### src/hw/rtl/nsr_pkg.sv
package nsr_pkg;

  // field and register widths
  localparam int CFG_W     = 11;
  localparam int CFG_IDX_W = 2;
  localparam int PIX_W     = 24;
  localparam int OUT_W     = 16;

  typedef logic [CFG_W-1:0]     cfg_t;
  typedef logic [CFG_IDX_W-1:0] cfg_idx_t;

  // register indexes
  localparam cfg_idx_t REG_SOURCE_WIDTH  = 2'd0;
  localparam cfg_idx_t REG_SOURCE_HEIGHT = 2'd1;
  localparam cfg_idx_t REG_DEST_WIDTH    = 2'd2;
  localparam cfg_idx_t REG_DEST_HEIGHT   = 2'd3;

  // register reset values
  localparam cfg_t RST_SOURCE_WIDTH  = 11'd320;
  localparam cfg_t RST_SOURCE_HEIGHT = 11'd200;
  localparam cfg_t RST_DEST_WIDTH    = 11'd184;
  localparam cfg_t RST_DEST_HEIGHT   = 11'd96;

  // RGB888 -> RGB565, low byte sent first on the wire so swap the bytes
  function automatic logic [OUT_W-1:0] pack_rgb565(input logic [PIX_W-1:0] pix);
    logic [OUT_W-1:0] rgb;
    rgb = {pix[23:19], pix[15:10], pix[7:3]};
    return {rgb[7:0], rgb[15:8]};
  endfunction

endpackage

### src/hw/rtl/nsr_in_if.sv
interface nsr_in_if;
  logic                      valid;
  logic                      ready;
  logic [nsr_pkg::PIX_W-1:0] source_pixel;

  modport source (output valid, output source_pixel, input ready);
  modport sink (input valid, input source_pixel, output ready);
endinterface

### src/hw/rtl/nsr_out_if.sv
interface nsr_out_if;
  logic                      valid;
  logic                      ready;
  logic [nsr_pkg::OUT_W-1:0] out_pixel;
  logic                      frame_end;

  modport source (output valid, output out_pixel, output frame_end, input ready);
  modport sink (input valid, input out_pixel, input frame_end, output ready);
endinterface

### src/hw/rtl/nearest_scale_rgb565_stream.sv
// A selected source pixel passes through the s1 and res registers before it appears on pixel_out.
// Throughput: one source pixel per cycle while pixel_out is not stalled; the position counters and accumulators
// update in the cycle of the request, so consecutive pixels need no gap.
// Non-selected pixels are absorbed and give no output request.
// Reset (rst, synchronous): size registers to 320x200 -> 184x96, position state
// cleared, pipeline emptied. Any register write also restarts the frame.
module nearest_scale_rgb565_stream #(
  parameter int MAX_DIM = 1024
) (
  input  logic                       clk,
  input  logic                       rst,
  input  logic                       cfg_we,
  input  logic [nsr_pkg::CFG_IDX_W-1:0] cfg_index,
  input  logic [nsr_pkg::CFG_W-1:0]  cfg_data,
  nsr_in_if.sink                     pixel_in,
  nsr_out_if.source                  pixel_out
);

  localparam int DIM_W = $clog2(MAX_DIM + 1);
  localparam int POS_W = $clog2(MAX_DIM);
  localparam int CMP_W = (DIM_W > nsr_pkg::CFG_W) ? DIM_W : nsr_pkg::CFG_W;
  localparam int ACC_W = DIM_W + 1;

  // clamp a size register to 1..MAX_DIM
  function automatic logic [DIM_W-1:0] clamp_dim(input nsr_pkg::cfg_t v);
    logic [CMP_W-1:0] e;
    e = CMP_W'(v);
    if (e == '0) return DIM_W'(1);
    if (e > CMP_W'(MAX_DIM)) return DIM_W'(MAX_DIM);
    return DIM_W'(e);
  endfunction

  // size registers
  nsr_pkg::cfg_t source_width;
  nsr_pkg::cfg_t source_height;
  nsr_pkg::cfg_t dest_width;
  nsr_pkg::cfg_t dest_height;

  // position state
  logic [POS_W-1:0] src_col;
  logic [POS_W-1:0] src_row;
  logic [DIM_W-1:0] dst_col;
  logic [DIM_W-1:0] dst_row;
  logic [DIM_W-1:0] col_accum;
  logic [DIM_W-1:0] row_accum;

  // pipeline registers
  logic                      s1_valid;
  logic [nsr_pkg::PIX_W-1:0] s1_pixel;
  logic                      s1_last;
  logic                      res_valid;
  logic [nsr_pkg::OUT_W-1:0] res_pixel;
  logic                      res_last;

  // effective sizes, downscale only
  logic [DIM_W-1:0] sw, sh, dw_raw, dh_raw, dw, dh;

  assign sw     = clamp_dim(source_width);
  assign sh     = clamp_dim(source_height);
  assign dw_raw = clamp_dim(dest_width);
  assign dh_raw = clamp_dim(dest_height);
  assign dw     = (dw_raw > sw) ? sw : dw_raw;
  assign dh     = (dh_raw > sh) ? sh : dh_raw;

  // handshake
  logic res_free, s1_ready, accept;

  assign res_free       = !res_valid || pixel_out.ready;
  assign s1_ready       = !s1_valid || res_free;
  assign pixel_in.ready = s1_ready;
  assign accept         = pixel_in.valid && s1_ready;

  // selection and frame-end flag
  logic col_sel, row_sel, frame_last;

  assign col_sel    = col_accum < dw;
  assign row_sel    = row_accum < dh;
  assign frame_last = (dst_col == dw - DIM_W'(1)) && (dst_row == dh - DIM_W'(1));

  // accumulator steps
  logic [ACC_W-1:0] col_sum, row_sum;
  logic [DIM_W-1:0] col_accum_next, row_accum_next;
  logic [DIM_W-1:0] src_col_inc, src_row_inc;
  logic             line_end, frame_wrap;

  assign col_sum        = ACC_W'(col_accum) + (col_sel ? ACC_W'(sw) : ACC_W'(0));
  assign col_accum_next = (col_sum >= ACC_W'(dw)) ? DIM_W'(col_sum - ACC_W'(dw)) : '0;
  assign row_sum        = ACC_W'(row_accum) + (row_sel ? ACC_W'(sh) : ACC_W'(0));
  assign row_accum_next = (row_sum >= ACC_W'(dh)) ? DIM_W'(row_sum - ACC_W'(dh)) : '0;
  assign src_col_inc    = DIM_W'(src_col) + DIM_W'(1);
  assign src_row_inc    = DIM_W'(src_row) + DIM_W'(1);
  assign line_end       = src_col_inc >= sw;
  assign frame_wrap     = src_row_inc >= sh;

  // size registers and position state
  always_ff @(posedge clk) begin
    if (rst) begin
      source_width  <= nsr_pkg::RST_SOURCE_WIDTH;
      source_height <= nsr_pkg::RST_SOURCE_HEIGHT;
      dest_width    <= nsr_pkg::RST_DEST_WIDTH;
      dest_height   <= nsr_pkg::RST_DEST_HEIGHT;
      src_col       <= '0;
      src_row       <= '0;
      dst_col       <= '0;
      dst_row       <= '0;
      col_accum     <= '0;
      row_accum     <= '0;
    end else if (cfg_we) begin
      case (cfg_index)
        nsr_pkg::REG_SOURCE_WIDTH:  source_width  <= cfg_data;
        nsr_pkg::REG_SOURCE_HEIGHT: source_height <= cfg_data;
        nsr_pkg::REG_DEST_WIDTH:    dest_width    <= cfg_data;
        nsr_pkg::REG_DEST_HEIGHT:   dest_height   <= cfg_data;
        default: ;
      endcase
      src_col   <= '0;
      src_row   <= '0;
      dst_col   <= '0;
      dst_row   <= '0;
      col_accum <= '0;
      row_accum <= '0;
    end else if (accept) begin
      if (line_end) begin
        src_col   <= '0;
        dst_col   <= '0;
        col_accum <= '0;
        if (frame_wrap) begin
          src_row   <= '0;
          dst_row   <= '0;
          row_accum <= '0;
        end else begin
          src_row   <= POS_W'(src_row_inc);
          dst_row   <= dst_row + DIM_W'(row_sel);
          row_accum <= row_accum_next;
        end
      end else begin
        src_col   <= POS_W'(src_col_inc);
        dst_col   <= dst_col + DIM_W'(col_sel);
        col_accum <= col_accum_next;
      end
    end
  end

  // pipeline control
  always_ff @(posedge clk) begin
    if (rst) begin
      s1_valid  <= 1'b0;
      res_valid <= 1'b0;
    end else begin
      if (s1_ready) begin
        s1_valid <= accept && col_sel && row_sel;
      end
      if (res_free) begin
        res_valid <= s1_valid;
      end
    end
  end

  // pipeline payload
  always_ff @(posedge clk) begin
    if (accept) begin
      s1_pixel <= pixel_in.source_pixel;
      s1_last  <= frame_last;
    end
    if (res_free && s1_valid) begin
      res_pixel <= nsr_pkg::pack_rgb565(s1_pixel);
      res_last  <= s1_last;
    end
  end

  assign pixel_out.valid     = res_valid;
  assign pixel_out.out_pixel = res_pixel;
  assign pixel_out.frame_end = res_last;

  // accumulators stay below the source size
  a_col_accum: assert property (@(posedge clk) disable iff (rst) col_accum < sw)
    else $error("column accumulator out of range");
  a_row_accum: assert property (@(posedge clk) disable iff (rst) row_accum < sh)
    else $error("row accumulator out of range");
  // source position inside the frame
  a_src_pos: assert property (@(posedge clk) disable iff (rst)
    (DIM_W'(src_col) < sw) && (DIM_W'(src_row) < sh))
    else $error("source position outside frame");
  // never more output columns than the destination width
  a_dst_col: assert property (@(posedge clk) disable iff (rst) dst_col <= dw)
    else $error("destination column overrun");
  // a selected pixel always enters the pipeline
  a_sel_enter: assert property (@(posedge clk) disable iff (rst)
    accept && col_sel && row_sel |=> s1_valid)
    else $error("selected pixel lost");

endmodule

### src/flat_wrapper.sv
// flat-port wrapper written by rule: the top's interface ports become plain ports
module nearest_scale_rgb565_stream_flat 
#(
  parameter int MAX_DIM = 1024
)
  (clk, rst, cfg_we, cfg_index, cfg_data, pixel_in_valid, pixel_in_source_pixel, pixel_in_ready, pixel_out_valid, pixel_out_out_pixel, pixel_out_frame_end, pixel_out_ready);
  nsr_in_if pixel_in_i ();
  nsr_out_if pixel_out_i ();
  input  logic clk;
  input  logic rst;
  input  logic cfg_we;
  input  logic [nsr_pkg::CFG_IDX_W-1:0] cfg_index;
  input  logic [nsr_pkg::CFG_W-1:0] cfg_data;
  input wire logic [$bits(pixel_in_i.valid)-1:0] pixel_in_valid;
  input wire logic [$bits(pixel_in_i.source_pixel)-1:0] pixel_in_source_pixel;
  output wire logic [$bits(pixel_in_i.ready)-1:0] pixel_in_ready;
  output wire logic [$bits(pixel_out_i.valid)-1:0] pixel_out_valid;
  output wire logic [$bits(pixel_out_i.out_pixel)-1:0] pixel_out_out_pixel;
  output wire logic [$bits(pixel_out_i.frame_end)-1:0] pixel_out_frame_end;
  input wire logic [$bits(pixel_out_i.ready)-1:0] pixel_out_ready;
  assign pixel_in_i.valid = pixel_in_valid;
  assign pixel_in_i.source_pixel = pixel_in_source_pixel;
  assign pixel_in_ready = pixel_in_i.ready;
  assign pixel_out_valid = pixel_out_i.valid;
  assign pixel_out_out_pixel = pixel_out_i.out_pixel;
  assign pixel_out_frame_end = pixel_out_i.frame_end;
  assign pixel_out_i.ready = pixel_out_ready;
  nearest_scale_rgb565_stream #(.MAX_DIM(MAX_DIM)) u_core (.clk(clk), .rst(rst), .cfg_we(cfg_we), .cfg_index(cfg_index), .cfg_data(cfg_data), .pixel_in(pixel_in_i), .pixel_out(pixel_out_i));
endmodule
### config.mk
export PLATFORM = sky130hd
export DESIGN_NAME = nearest_scale_rgb565_stream_flat
export DESIGN_NICKNAME = d
export VERILOG_FILES = /design/src/hw/rtl/nsr_pkg.sv /design/src/hw/rtl/nsr_in_if.sv /design/src/hw/rtl/nsr_out_if.sv /design/src/hw/rtl/nearest_scale_rgb565_stream.sv /design/src/flat_wrapper.sv
export SDC_FILE = /design/constraint.sdc
export NUM_CORES = 1
export LEC_CHECK = 0
export BUFFER_PORTS_ARGS = -buffer_cell sky130_fd_sc_hd__buf_2
export CAP_MARGIN = 5
export CORE_UTILIZATION = 65
export CTS_BUF_LIST = sky130_fd_sc_hd__clkbuf_16
export DETAILED_ROUTE_END_ITERATION = 8
export PLACE_DENSITY_LB_ADDON = 0.08
export REMOVE_ABC_BUFFERS = 1
export SYNTH_ARGS = -nofsm -noshare
export SYNTH_HDL_FRONTEND = slang
export SYNTH_SLANG_ARGS = --single-unit
### constraint.sdc
create_clock -name clk -period 16.2 [get_ports clk]
set_input_delay 3.24 -clock clk [delete_from_list [all_inputs] [get_ports clk]]
set_output_delay 3.24 -clock clk [all_outputs]
set_load 0.02 [all_outputs]
**Word level (Yosys, flattened, before mapping)**

Index checks and enable logic that the tools add are counted.

- Output and inout bits: 19
- Logic and storage cells: 103
- Bits in registers: 152

- Order comparisons: 12
- Reductions and logical operators: 20
- $add $sub $neg: 10
- Mux-type cells: 40
- Equal/unequal tests: 5

Operators by type and width:

| operator | count |
|---|---|
| 2-to-1 mux 11 bit | 26 |
| > comparator 11 bit (second input constant) | 4 |
| logical NOT 11 bit | 4 |
| adder 11 x 11 -> 12 bit | 2 |
| >= comparator 12 x 11 -> 1 bit | 2 |
| adder 10 x 1 -> 11 bit (second input constant) | 2 |
| adder 11 x 1 -> 11 bit | 2 |
| == test 11 bit | 2 |
| >= comparator 11 bit | 2 |
| > comparator 11 bit | 2 |
| < comparator 11 bit | 2 |
| subtractor 11 x 1 -> 11 bit (second input constant) | 2 |
| subtractor 11 bit | 2 |
| 2-to-1 mux 10 bit | 2 |
| 2-to-1 mux 1 bit | 12 |
| AND reduction 2 bit | 5 |
| logical AND 1 bit | 5 |
| == test 2 bit (second input constant) | 2 |
| == test 2 x 1 -> 1 bit (second input constant) | 1 |
| logical NOT 1 bit | 2 |
| logical NOT 2 bit | 1 |
| logical OR 1 bit | 2 |
| OR reduction 2 bit | 1 |

**Logic depth before layout (Yosys ltp)**

Gate-level depths: netlist of run 1.

- Depth in word-level cells: 13
- Gate-level depth with buffers: 42
- Gate-level depth less buffers: 40

**Least setup slack after synthesis of run 1**

No wires, ideal clock.

- Path type: reg2reg
- Start: register u_core.dest_width[1]
- End: register u_core.col_accum[9]
- Arrival time: 7.317 ns
- Path buffers: 4
- Data required time: 16.083 ns
- Slack: 8.765 ns
- Stages on the path, launching flop included: 42
- Cells stage by stage: dfxtp_1 -> or4_1 -> nor2_1 -> a21oi_1 -> nor2_1 -> inv_1 -> ha_1 -> nand3_1 -> nor3_1 -> or2_1 -> buf_2 -> buf_2 -> nor2_1 -> a21oi_1 -> ha_1 -> a21o_1 -> a21oi_1 -> nor2b_1 -> (+6 left out) -> ha_1 -> a21o_1 -> a21oi_1 -> o21bai_1 -> a21oi_1 -> nor2b_1 -> o21a_1 -> o21ai_0 -> nand2b_1 -> a21oi_1 -> xnor2_1 -> ha_1 -> a21o_1 -> a22oi_1 -> nand3_1 -> o311a_1 -> clkbuf_1 -> a32o_1

- Cells in the longest elaborated chain, start to end: 13
- Elaborated cells between the ends (all ways): 17
- Classes of those cells: add/sub (2); order compare (4); mux (10); reduce/logical (1)

RTL lines:

| what | line | text |
|---|---|---|
| start: declaration | nearest_scale_rgb565_stream.sv:36 | `nsr_pkg::cfg_t dest_width;` |
| start signal: assignment | nearest_scale_rgb565_stream.sv:100 | `dest_width <= nsr_pkg::RST_DEST_WIDTH;` |
| start signal: assignment | nearest_scale_rgb565_stream.sv:112 | `nsr_pkg::REG_DEST_WIDTH: dest_width <= cfg_data;` |
| > comparator 11 bit | nearest_scale_rgb565_stream.sv:29 | `if (e > CMP_W'(MAX_DIM)) return DIM_W'(MAX_DIM);` |
| 2-to-1 mux 1 bit (2 in series) | nearest_scale_rgb565_stream.sv:29 |  |
| 2-to-1 mux 11 bit | nearest_scale_rgb565_stream.sv:30 | `return DIM_W'(e);` |
| 2-to-1 mux 11 bit (*) | nearest_scale_rgb565_stream.sv:29 |  |
| > comparator 11 bit | nearest_scale_rgb565_stream.sv:62 | `assign dw = (dw_raw > sw) ? sw : dw_raw;` |
| 2-to-1 mux 11 bit (*) | nearest_scale_rgb565_stream.sv:62 |  |
| < comparator 11 bit | nearest_scale_rgb565_stream.sv:76 | `assign col_sel = col_accum < dw;` |
| 2-to-1 mux 11 bit | nearest_scale_rgb565_stream.sv:86 | `assign col_sum = ACC_W'(col_accum) + (col_sel ? ACC_W'(sw) : ACC_W'(0));` |
| adder 11 x 11 -> 12 bit | nearest_scale_rgb565_stream.sv:86 |  |
| subtractor 11 bit or >= comparator 12 x 11 -> 1 bit (tied branches) | nearest_scale_rgb565_stream.sv:87 | `assign col_accum_next = (col_sum >= ACC_W'(dw)) ? DIM_W'(col_sum - ACC_W'(dw)) : '0;` |
| 2-to-1 mux 11 bit (*) | nearest_scale_rgb565_stream.sv:87 |  |
| 2-to-1 mux 11 bit (*) | nearest_scale_rgb565_stream.sv:123 | `if (line_end) begin` |
| end signal: assignment | nearest_scale_rgb565_stream.sv:139 | `col_accum <= col_accum_next;` |
| end: declaration | nearest_scale_rgb565_stream.sv:44 | `logic [DIM_W-1:0] col_accum;` |

Every way passes the cells marked *; elsewhere a longest branch is shown, timed or not. The select of a mux whose other input is x is not followed.
A chain may end at the register's enable or synchronous reset.

**Final worst setup path of run 1**

- Start: register u_core.dest_width[1]
- End: register u_core.col_accum[10]

Same word-level chain as after synthesis.

==> results of run 1 <==
## flip-flops by register name, indices dropped and copies added, names as in the netlist
name and cells:
u_core.source_height 11, u_core.row_accum 11, u_core.col_accum 11, u_core.dest_width 11, u_core.source_width 11, u_core.s1_valid 1
u_core.s1_last 1, u_core.pixel_out.valid 1, u_core.pixel_out.out_pixel 16, u_core.dest_height 11, u_core.src_row 10, u_core.s1_pixel 16
u_core.dst_row 11, u_core.src_col 10, u_core.dst_col 11, u_core.pixel_out.frame_end 1
## worst paths after layout
kind / from / endpoint / slack (ps) / cells after the start
worst min register to register: u_core.s1_pixel[20] / u_core.pixel_out.out_pixel[4] / 410 / 0
worst max register to register: u_core.dest_width[1] / u_core.col_accum[10] / 6980 / 37
worst max-delay path: u_core.dest_width[1] / u_core.col_accum[10] / 6980 / 37
worst min-delay path: u_core.s1_pixel[20] / u_core.pixel_out.out_pixel[4] / 410 / 0
## final cells by class
type | count | area, um^2
fill | 1204 | 4110
inverter | 46 | 173
sequential | 144 | 3220
clock inverter | 14 | 154
timing repair buffer | 58 | 305
clock buffer | 18 | 450
multi-input combinational | 970 | 6490
tap | 188 | 235
## power groups by stage
stage          clock, mW  combinational, mW  sequential [mW]
6_report           0.403              0.308            0.400
5_1_grt            0.422              0.343            0.401
4_1_cts            0.406              0.305            0.399
3_5_place_dp           0              0.303            0.407
3_3_place_gp           0              0.295            0.406
2_1_floorplan          0              0.222            0.411
## per-layer routing
| metal | part of all wire [%] | up-vias |
|---|---|---|
| met1 | 43 | 4126 |
| met2 | 49 | 280 |
| li1 | - | 4336 |
| met4 | 2.3 | 0 |
| met5 | 0 | - |
| met3 | 5.6 | 57 |
## critical path: cells and delay by family, from the launching register on
kind | cells | cell delay, ps
flip-flops | 1 | 320
buffers and inverters | 1 | 80
AO/OA/AOI/OAI | 18 | 4260
AND/OR/NAND/NOR | 13 | 3100
XOR/XNOR | 1 | 150
adder cells (fa/ha/maj) | 4 | 1200
## placed cells by master, fill, tap and decap left out, drive strengths merged, types with 8 or more instances in the layout
master  instances
a21boi         13
a21o           19
a21oi         105
a22o           24
and3           11
buf            58
clkbuf         18
clkinv          8
dfxtp         110
edfxtp         34
ha            116
inv            49
nand2         158
nand2b          8
nand3          31
nand3b         22
nand4          21
nor2          138
nor2b          31
nor3           32
o21a           17
o21ai          47
or3             8
xnor2          59
xor2           25
## cells in the mapped netlist, types with 3 or more instances
| master | n |
|---|---|
| and2b_2 | 3 |
| and4_1 | 3 |
| o21bai_1 | 5 |
| nand2b_1 | 8 |
| nand4_1 | 21 |
| a211o_1 | 3 |
| o21a_1 | 17 |
| nor3b_1 | 4 |
| edfxtp_1 | 34 |
| or3_1 | 7 |
| o21ai_1 | 7 |
| nand2_1 | 157 |
| mux2i_1 | 4 |
| a32o_1 | 4 |
| and3_1 | 11 |
| and2_1 | 3 |
| a21oi_2 | 5 |
| nand3b_1 | 22 |
| buf_2 | 5 |
| a22oi_1 | 3 |
| nor4_1 | 3 |
| o21ai_0 | 39 |
| nand3_1 | 31 |
| or2_2 | 5 |
| nor2_1 | 137 |
| dfxtp_1 | 110 |
| a21o_1 | 19 |
| ha_1 | 116 |
| a211oi_1 | 4 |
| inv_1 | 44 |
| a31oi_1 | 3 |
| a22o_1 | 24 |
| o211ai_1 | 3 |
| xor2_1 | 25 |
| nor2b_1 | 31 |
| clkbuf_1 | 32 |
| a21boi_1 | 3 |
| a21oi_1 | 100 |
| a21boi_0 | 10 |
| fa_1 | 4 |
| xnor2_1 | 59 |
| nor3_1 | 32 |
## cells by family after synthesis
| kind of cell | after synthesis | synth area share [%] |
|---|---|---|
| AND/OR/NAND/NOR | 488 | 23.0 |
| multiplexers | 6 | 0.623 |
| AO/OA/AOI/OAI | 269 | 17.8 |
| adder cells (fa/ha/maj) | 120 | 15.3 |
| buffers and inverters | 84 | 3.20 |
| XOR/XNOR | 87 | 8.03 |
| flip-flops | 144 | 32.1 |
==> results.md, run 1 <==
* Outcome: finished, final reports clean
* Final nets at 1399
* Global route overflow at 0
* Clock Sinks at 144
* Syn avg cell area at 8.38 um^2
* Final cycle utilization of the critical path at 56.9%
* Clk pin slew, worst setup/hold paths at 70 ps
* Switching part of the total at 32.6%
* Comb power frac at 27.8%
* Power Total at 1.11 mW
* Syn Inst Count at 1198
* WP data required at 16520 ps
* Register bit count reported by yosys at 144
* Post-DP HPWL at 18900 um
* Design area at 11000 um^2
* 1st-pass router iterations at 5
* Synth-to-Final Area Change at 9.94%
* Crit Path Class: flop to flop
* Maximum clock insertion buffer count at 2
* Worst Setup End Kind: flop
* Crit path max-delay cell type: o211ai_1
* Antenna Cells at 0
* Lkg Pwr at 4.73 nW
* Cts repair resizes at 0
* CTS root buf: clkbuf_16
* Top cells by area, synth: dfxtp_1 22%, ha_1 14%, edfxtp_1 10%, nand2_1 5.9%, xnor2_1 5.1%
* Total track usage at 32.2%
* Ys async rst share at 0%
* GRT met2 Usage at 54.4%
* Post-synth EDFFs at 34
* Initial Utilization at 66.3%
* Peak VDD IR at 87.3 uV
* CTS Buf Count at 17
* Crit path DAT at 9540 ps
* Setup crit start kind: flop
* Placed cell count at 1406
* Max incr delay on CP at 900 ps
* Pwr dens at 101 nW/um^2
* Clock latency reported for the late side of the worst-skew pair at 430 ps
* Setup ws final at 6980 ps
* Synth Cell Area at 10000 um^2
* Setup bufs post-CTS at 0
* Share of cells above drive strength 1 at 9.36%
* Clock network power share at 36.3%
* Worst-Margin Slew at 1270 ps
* Hold Violations, Final at 0
* Core ar. at 15100 um^2
* CTS H-tree lvls at 4
* GRT Max-Usage Layer: met2
* Endpoints failing setup at 0
* Port bufs at 52
* Synth unique cells at 72
* Post-Route WL at 25200 um
* Psw at 0.363 mW
* Chip Width at 126 um
* Seq pwr share at 36.0%
* Number of DRC markers in iteration 0 at 857
* Most frequently used flop master after synthesis: dfxtp_1
* First-pass GRT wire length at 40300 um
* Die H at 126 um
* Top-area cell type share of the netlist area at 21.9%
* RSZ-0062 raised after global routing: no
* Setup Skew at 12.6 ps
* Final Max Tran Viols at 0
* Crit path max fanout at 20
* Wirelength per Cell at 17.5 um
* DRT antenna net count at 0
* Most frequent CP cell: a21oi_1
* RD Place Congestion at 0.947
* Hold WC Path Type: flop to flop
* Max transition margin at 15.4%
* Drt drc at 0
* Via count at 8799
* WHS at 415 ps
* Core Util, Final at 72.8%
* Pre-CTS setup slack at 7220 ps
* Standard-cell row count at 45
* F_max at 108 MHz
* Pin count of the biggest net entering global routing at 50
* I/O pin total at 61
* CTS tree: yes
* Sum Neg Setup Slack at 0 ps
* Pint at 0.749 mW
* Vias in the first global route at 8046
* Post-CTS Hold Buffers at 0
* Die area at 15900 um^2
* Post-route minimum period at 9220 ps
* GR Util met3 at 5.14%
* Antenna violations before repair at 0
* Warnings, synthesis at 0
* Max cap viols at 0
* Largest area contributor in the netlist: dfxtp_1
* Vias/cell at 6.12
* Met1 Track Usage GR at 41.6%
* Register area share after synthesis at 32.1%
* Finished Layout Cells at 1438
* Dpl cell area at 10400 um^2
Power figures use the tool's default switching activity.
==> run 2, diff against run 1 <==
--- a/config.mk
+++ b/config.mk
@@ -7,7 +7,7 @@
 export LEC_CHECK = 0
 export BUFFER_PORTS_ARGS = -buffer_cell sky130_fd_sc_hd__buf_2
 export CAP_MARGIN = 5
-export CORE_UTILIZATION = 65
+export CORE_UTILIZATION = 62
 export CTS_BUF_LIST = sky130_fd_sc_hd__clkbuf_16
 export DETAILED_ROUTE_END_ITERATION = 8
 export PLACE_DENSITY_LB_ADDON = 0.08
==> constraint.sdc (replaced) <==
create_clock -name clk -period 8.6 [get_ports clk]
set_input_delay 1.72 -clock clk [delete_from_list [all_inputs] [get_ports clk]]
set_output_delay 1.72 -clock clk [all_outputs]
set_load 0.02 [all_outputs]
==> run 2 against run 1 <==
Against the previous run: combinational power rose by 93%; sequential power rose by 88%; clock power rose by 91%; non-clock buffer count rose by 14; final cell count rose by 2.9%; sequential share of layout area fell by 0.40 points; critical path depth did not move; design area rose by 1.4%; die area rose by 4.8%.
==> results.md, run 2 (same netlist as run 1, synthesis figures left out) <==
* Sum Neg Setup Slack at 0 ps (unchanged)
* Max incr delay on CP at 500 ps (was 900 ps)
* Design area at 11200 um^2 (was 11000 um^2)
* Register Area at 3220 um^2 (unchanged)
* Worst-Margin Slew at 1230 ps (was 1270 ps)
* Lkg Pwr at 4.80 nW (was 4.73 nW)
* Synth-to-Final Area Change at 11.5% (was 9.94%)
* Commonest cells after routing, fill and taps aside: 157 x nand2_1, 137 x nor2_1, 116 x ha_1 (unchanged)
* Setup Skew at 16.8 ps (was 12.6 ps)
* Final cycle utilization of the critical path at 93.6% (was 56.9%)
* DRT antenna net count at 0 (unchanged)
* Chip Width at 129 um (was 126 um)
* Post-CTS Hold Buffers at 0 (unchanged)
* Crit path max-delay cell type: o311a_1 (was o211ai_1)
* Pwr dens at 189 nW/um^2 (was 101 nW/um^2)
* Clock Sinks at 144 (unchanged)
* Post-route minimum period at 8050 ps (was 9220 ps)
* RD Place Congestion at 0.946 (was 0.947)
* Final nets at 1413 (was 1399)
* Die area at 16700 um^2 (was 15900 um^2)
* Crit path DAT at 8370 ps (was 9540 ps)
* Crit path max fanout at 14 (was 20)
* Crit Path Class: flop to flop (unchanged)
* Clock latency reported for the late side of the worst-skew pair at 440 ps (was 430 ps)
* Post-DP HPWL at 19200 um (was 18900 um)
* Levels on crit path at 37 (unchanged)
* Hold WC Path Type: flop to flop (unchanged)
* CTS tree: yes (unchanged)
* I/O pin total at 61 (unchanged)
* F_max at 124 MHz (was 108 MHz)
* Port bufs at 52 (unchanged)
* Standard-cell row count at 46 (was 45)
* Initial Utilization at 63.4% (was 66.3%)
* RSZ-0062 raised after global routing: no (unchanged)
* Pin count of the biggest net entering global routing at 50 (unchanged)
* Worst Setup End Kind: flop (unchanged)
* Via count at 8800 (was 8799)
* Cts repair resizes at 0 (unchanged)
* Share of cells above drive strength 1 at 10.6% (was 9.36%)
* Core ar. at 15800 um^2 (was 15100 um^2)
* Most frequent CP cell: a21oi_1 (unchanged)
* WP data required at 8930 ps (was 16520 ps)
* Drt drc at 0 (unchanged)
* Wirelength per Cell at 17.4 um (was 17.5 um)
* Clk pin slew, worst setup/hold paths at 70 ps (about the same)
* Vias/cell at 5.95 (was 6.12)
* Setup bufs post-CTS at 0 (unchanged)
* Vias in the first global route at 8305 (was 8046)
* Commonest non-fill, non-tap cell in the layout: nand2_1 (unchanged)
* R2r worst-path depth at 37 (unchanged)
* Number of DRC markers in iteration 0 at 820 (was 857)
* Total track usage at 32.1% (was 32.2%)
* Area of the multi-input gates at 6490 um^2 (about the same)
* Peak VDD IR at 152 uV (was 87.3 uV)
* Hold Violations, Final at 0 (unchanged)
* Delay-heaviest family, CP: compound AO/OA/AOI/OAI gates (unchanged)
* First-pass GRT wire length at 41200 um (was 40300 um)
* Endpoints failing setup at 0 (unchanged)
* Hold path depth at 0 (unchanged)
* Global route overflow at 0 (unchanged)
* Post-Route WL at 25800 um (was 25200 um)
* Max cap viols at 0 (unchanged)
* 1st-pass router iterations at 7 (was 5)
* Maximum clock insertion buffer count at 2 (unchanged)
* Max transition margin at 17.9% (was 15.4%)
* Outcome: finished, final reports clean (unchanged)
* Final Max Tran Viols at 0 (unchanged)
* WHS at 411 ps (was 415 ps)
* Die H at 129 um (was 126 um)
* Antenna violations before repair at 0 (unchanged)
* Core Util, Final at 70.7% (was 72.8%)
* Crit path buf inv count at 4 (was 1)
* CTS H-tree lvls at 4 (unchanged)
* CTS Buf Count at 17 (unchanged)
* # fillers at 1292 (was 1204)
* CTS root buf: clkbuf_16 (unchanged)
* Antenna Cells at 0 (unchanged)
* Dpl cell area at 10600 um^2 (was 10400 um^2)
* Setup crit start kind: flop (unchanged)
run 2: cell count changes in the layout (fill, tap and decap cells not counted):
| cell | previous run | this run |
|---|---|---|
| inv_8 | 0 | 4 |
| bufinv_16 | 2 | 1 |
| clkinvlp_4 | 1 | 2 |
| clkinv_8 | 0 | 4 |
| nor2b_2 | 0 | 1 |
| inv_1 | 45 | 44 |
| clkbuf_16 | 18 | 17 |
| clkinv_1 | 3 | 2 |
| nor2b_1 | 31 | 30 |
| clkinv_4 | 5 | 0 |
| buf_4 | 6 | 20 |
run 2: final cells by class:
type	count	share of cell area (%)
repair buffers	72	3.67
flip-flops and latches	144	28.8
clock inverters	15	1.70
multi-input cells	970	58.1
well taps	216	2.42
clock buffers	17	3.80
inverters	46	1.54
run 2: worst reg2reg max path, delay by kind of cell, from the launching register on:
family / cells / cell delay [ps]
and+or+nand+nor: 8 / 1220
DFF: 1 / 350
xor gates and xnor gates: 1 / 140
buffers and inverters: 4 / 1040
AOI/OAI and AO/OA: 20 / 4020
adders and majority gates: 4 / 1160
run 2: metrics by stage:
step	instances	worst slack [ps]	power (mW)
6_report	1480	554	2.12
3_5_place_dp	1448	702	1.35
4_1_cts	1480	645	2.12
5_1_grt	1480	8.04	2.22
3_3_place_gp	1448	767	1.34
2_1_floorplan	1160	504	1.19
run 2: path summary, 6_finish.rpt:
check                                              from                              to  slack (ps)
worst min-delay path                u_core.s1_pixel[12]  u_core.pixel_out.out_pixel[15]         410
worst max register to register  u_core.source_width[10]             u_core.col_accum[9]         550
worst max-delay path            u_core.source_width[10]             u_core.col_accum[9]         550
worst min register to register      u_core.s1_pixel[12]  u_core.pixel_out.out_pixel[15]         410
run 2: report_power, final:
group / leakage (nW) / switching, mW / internal, mW / total [mW]
combinational: 3.29 / 0.352 / 0.242 / 0.594
clock: 0.294 / 0.350 / 0.419 / 0.768
sequential: 1.22 / 0.0220 / 0.730 / 0.752
run 2: per-layer routing:
metal	GRT usage (%)	part of all wire, %	vias to the layer above	wire [um]
met5	0	0	-	0
met4	14.0	3.3	0	848
met3	6.03	5.8	60	1500
met2	53.0	47	264	12100
met1	40.8	44	4116	11300
li1	-	-	4360	-
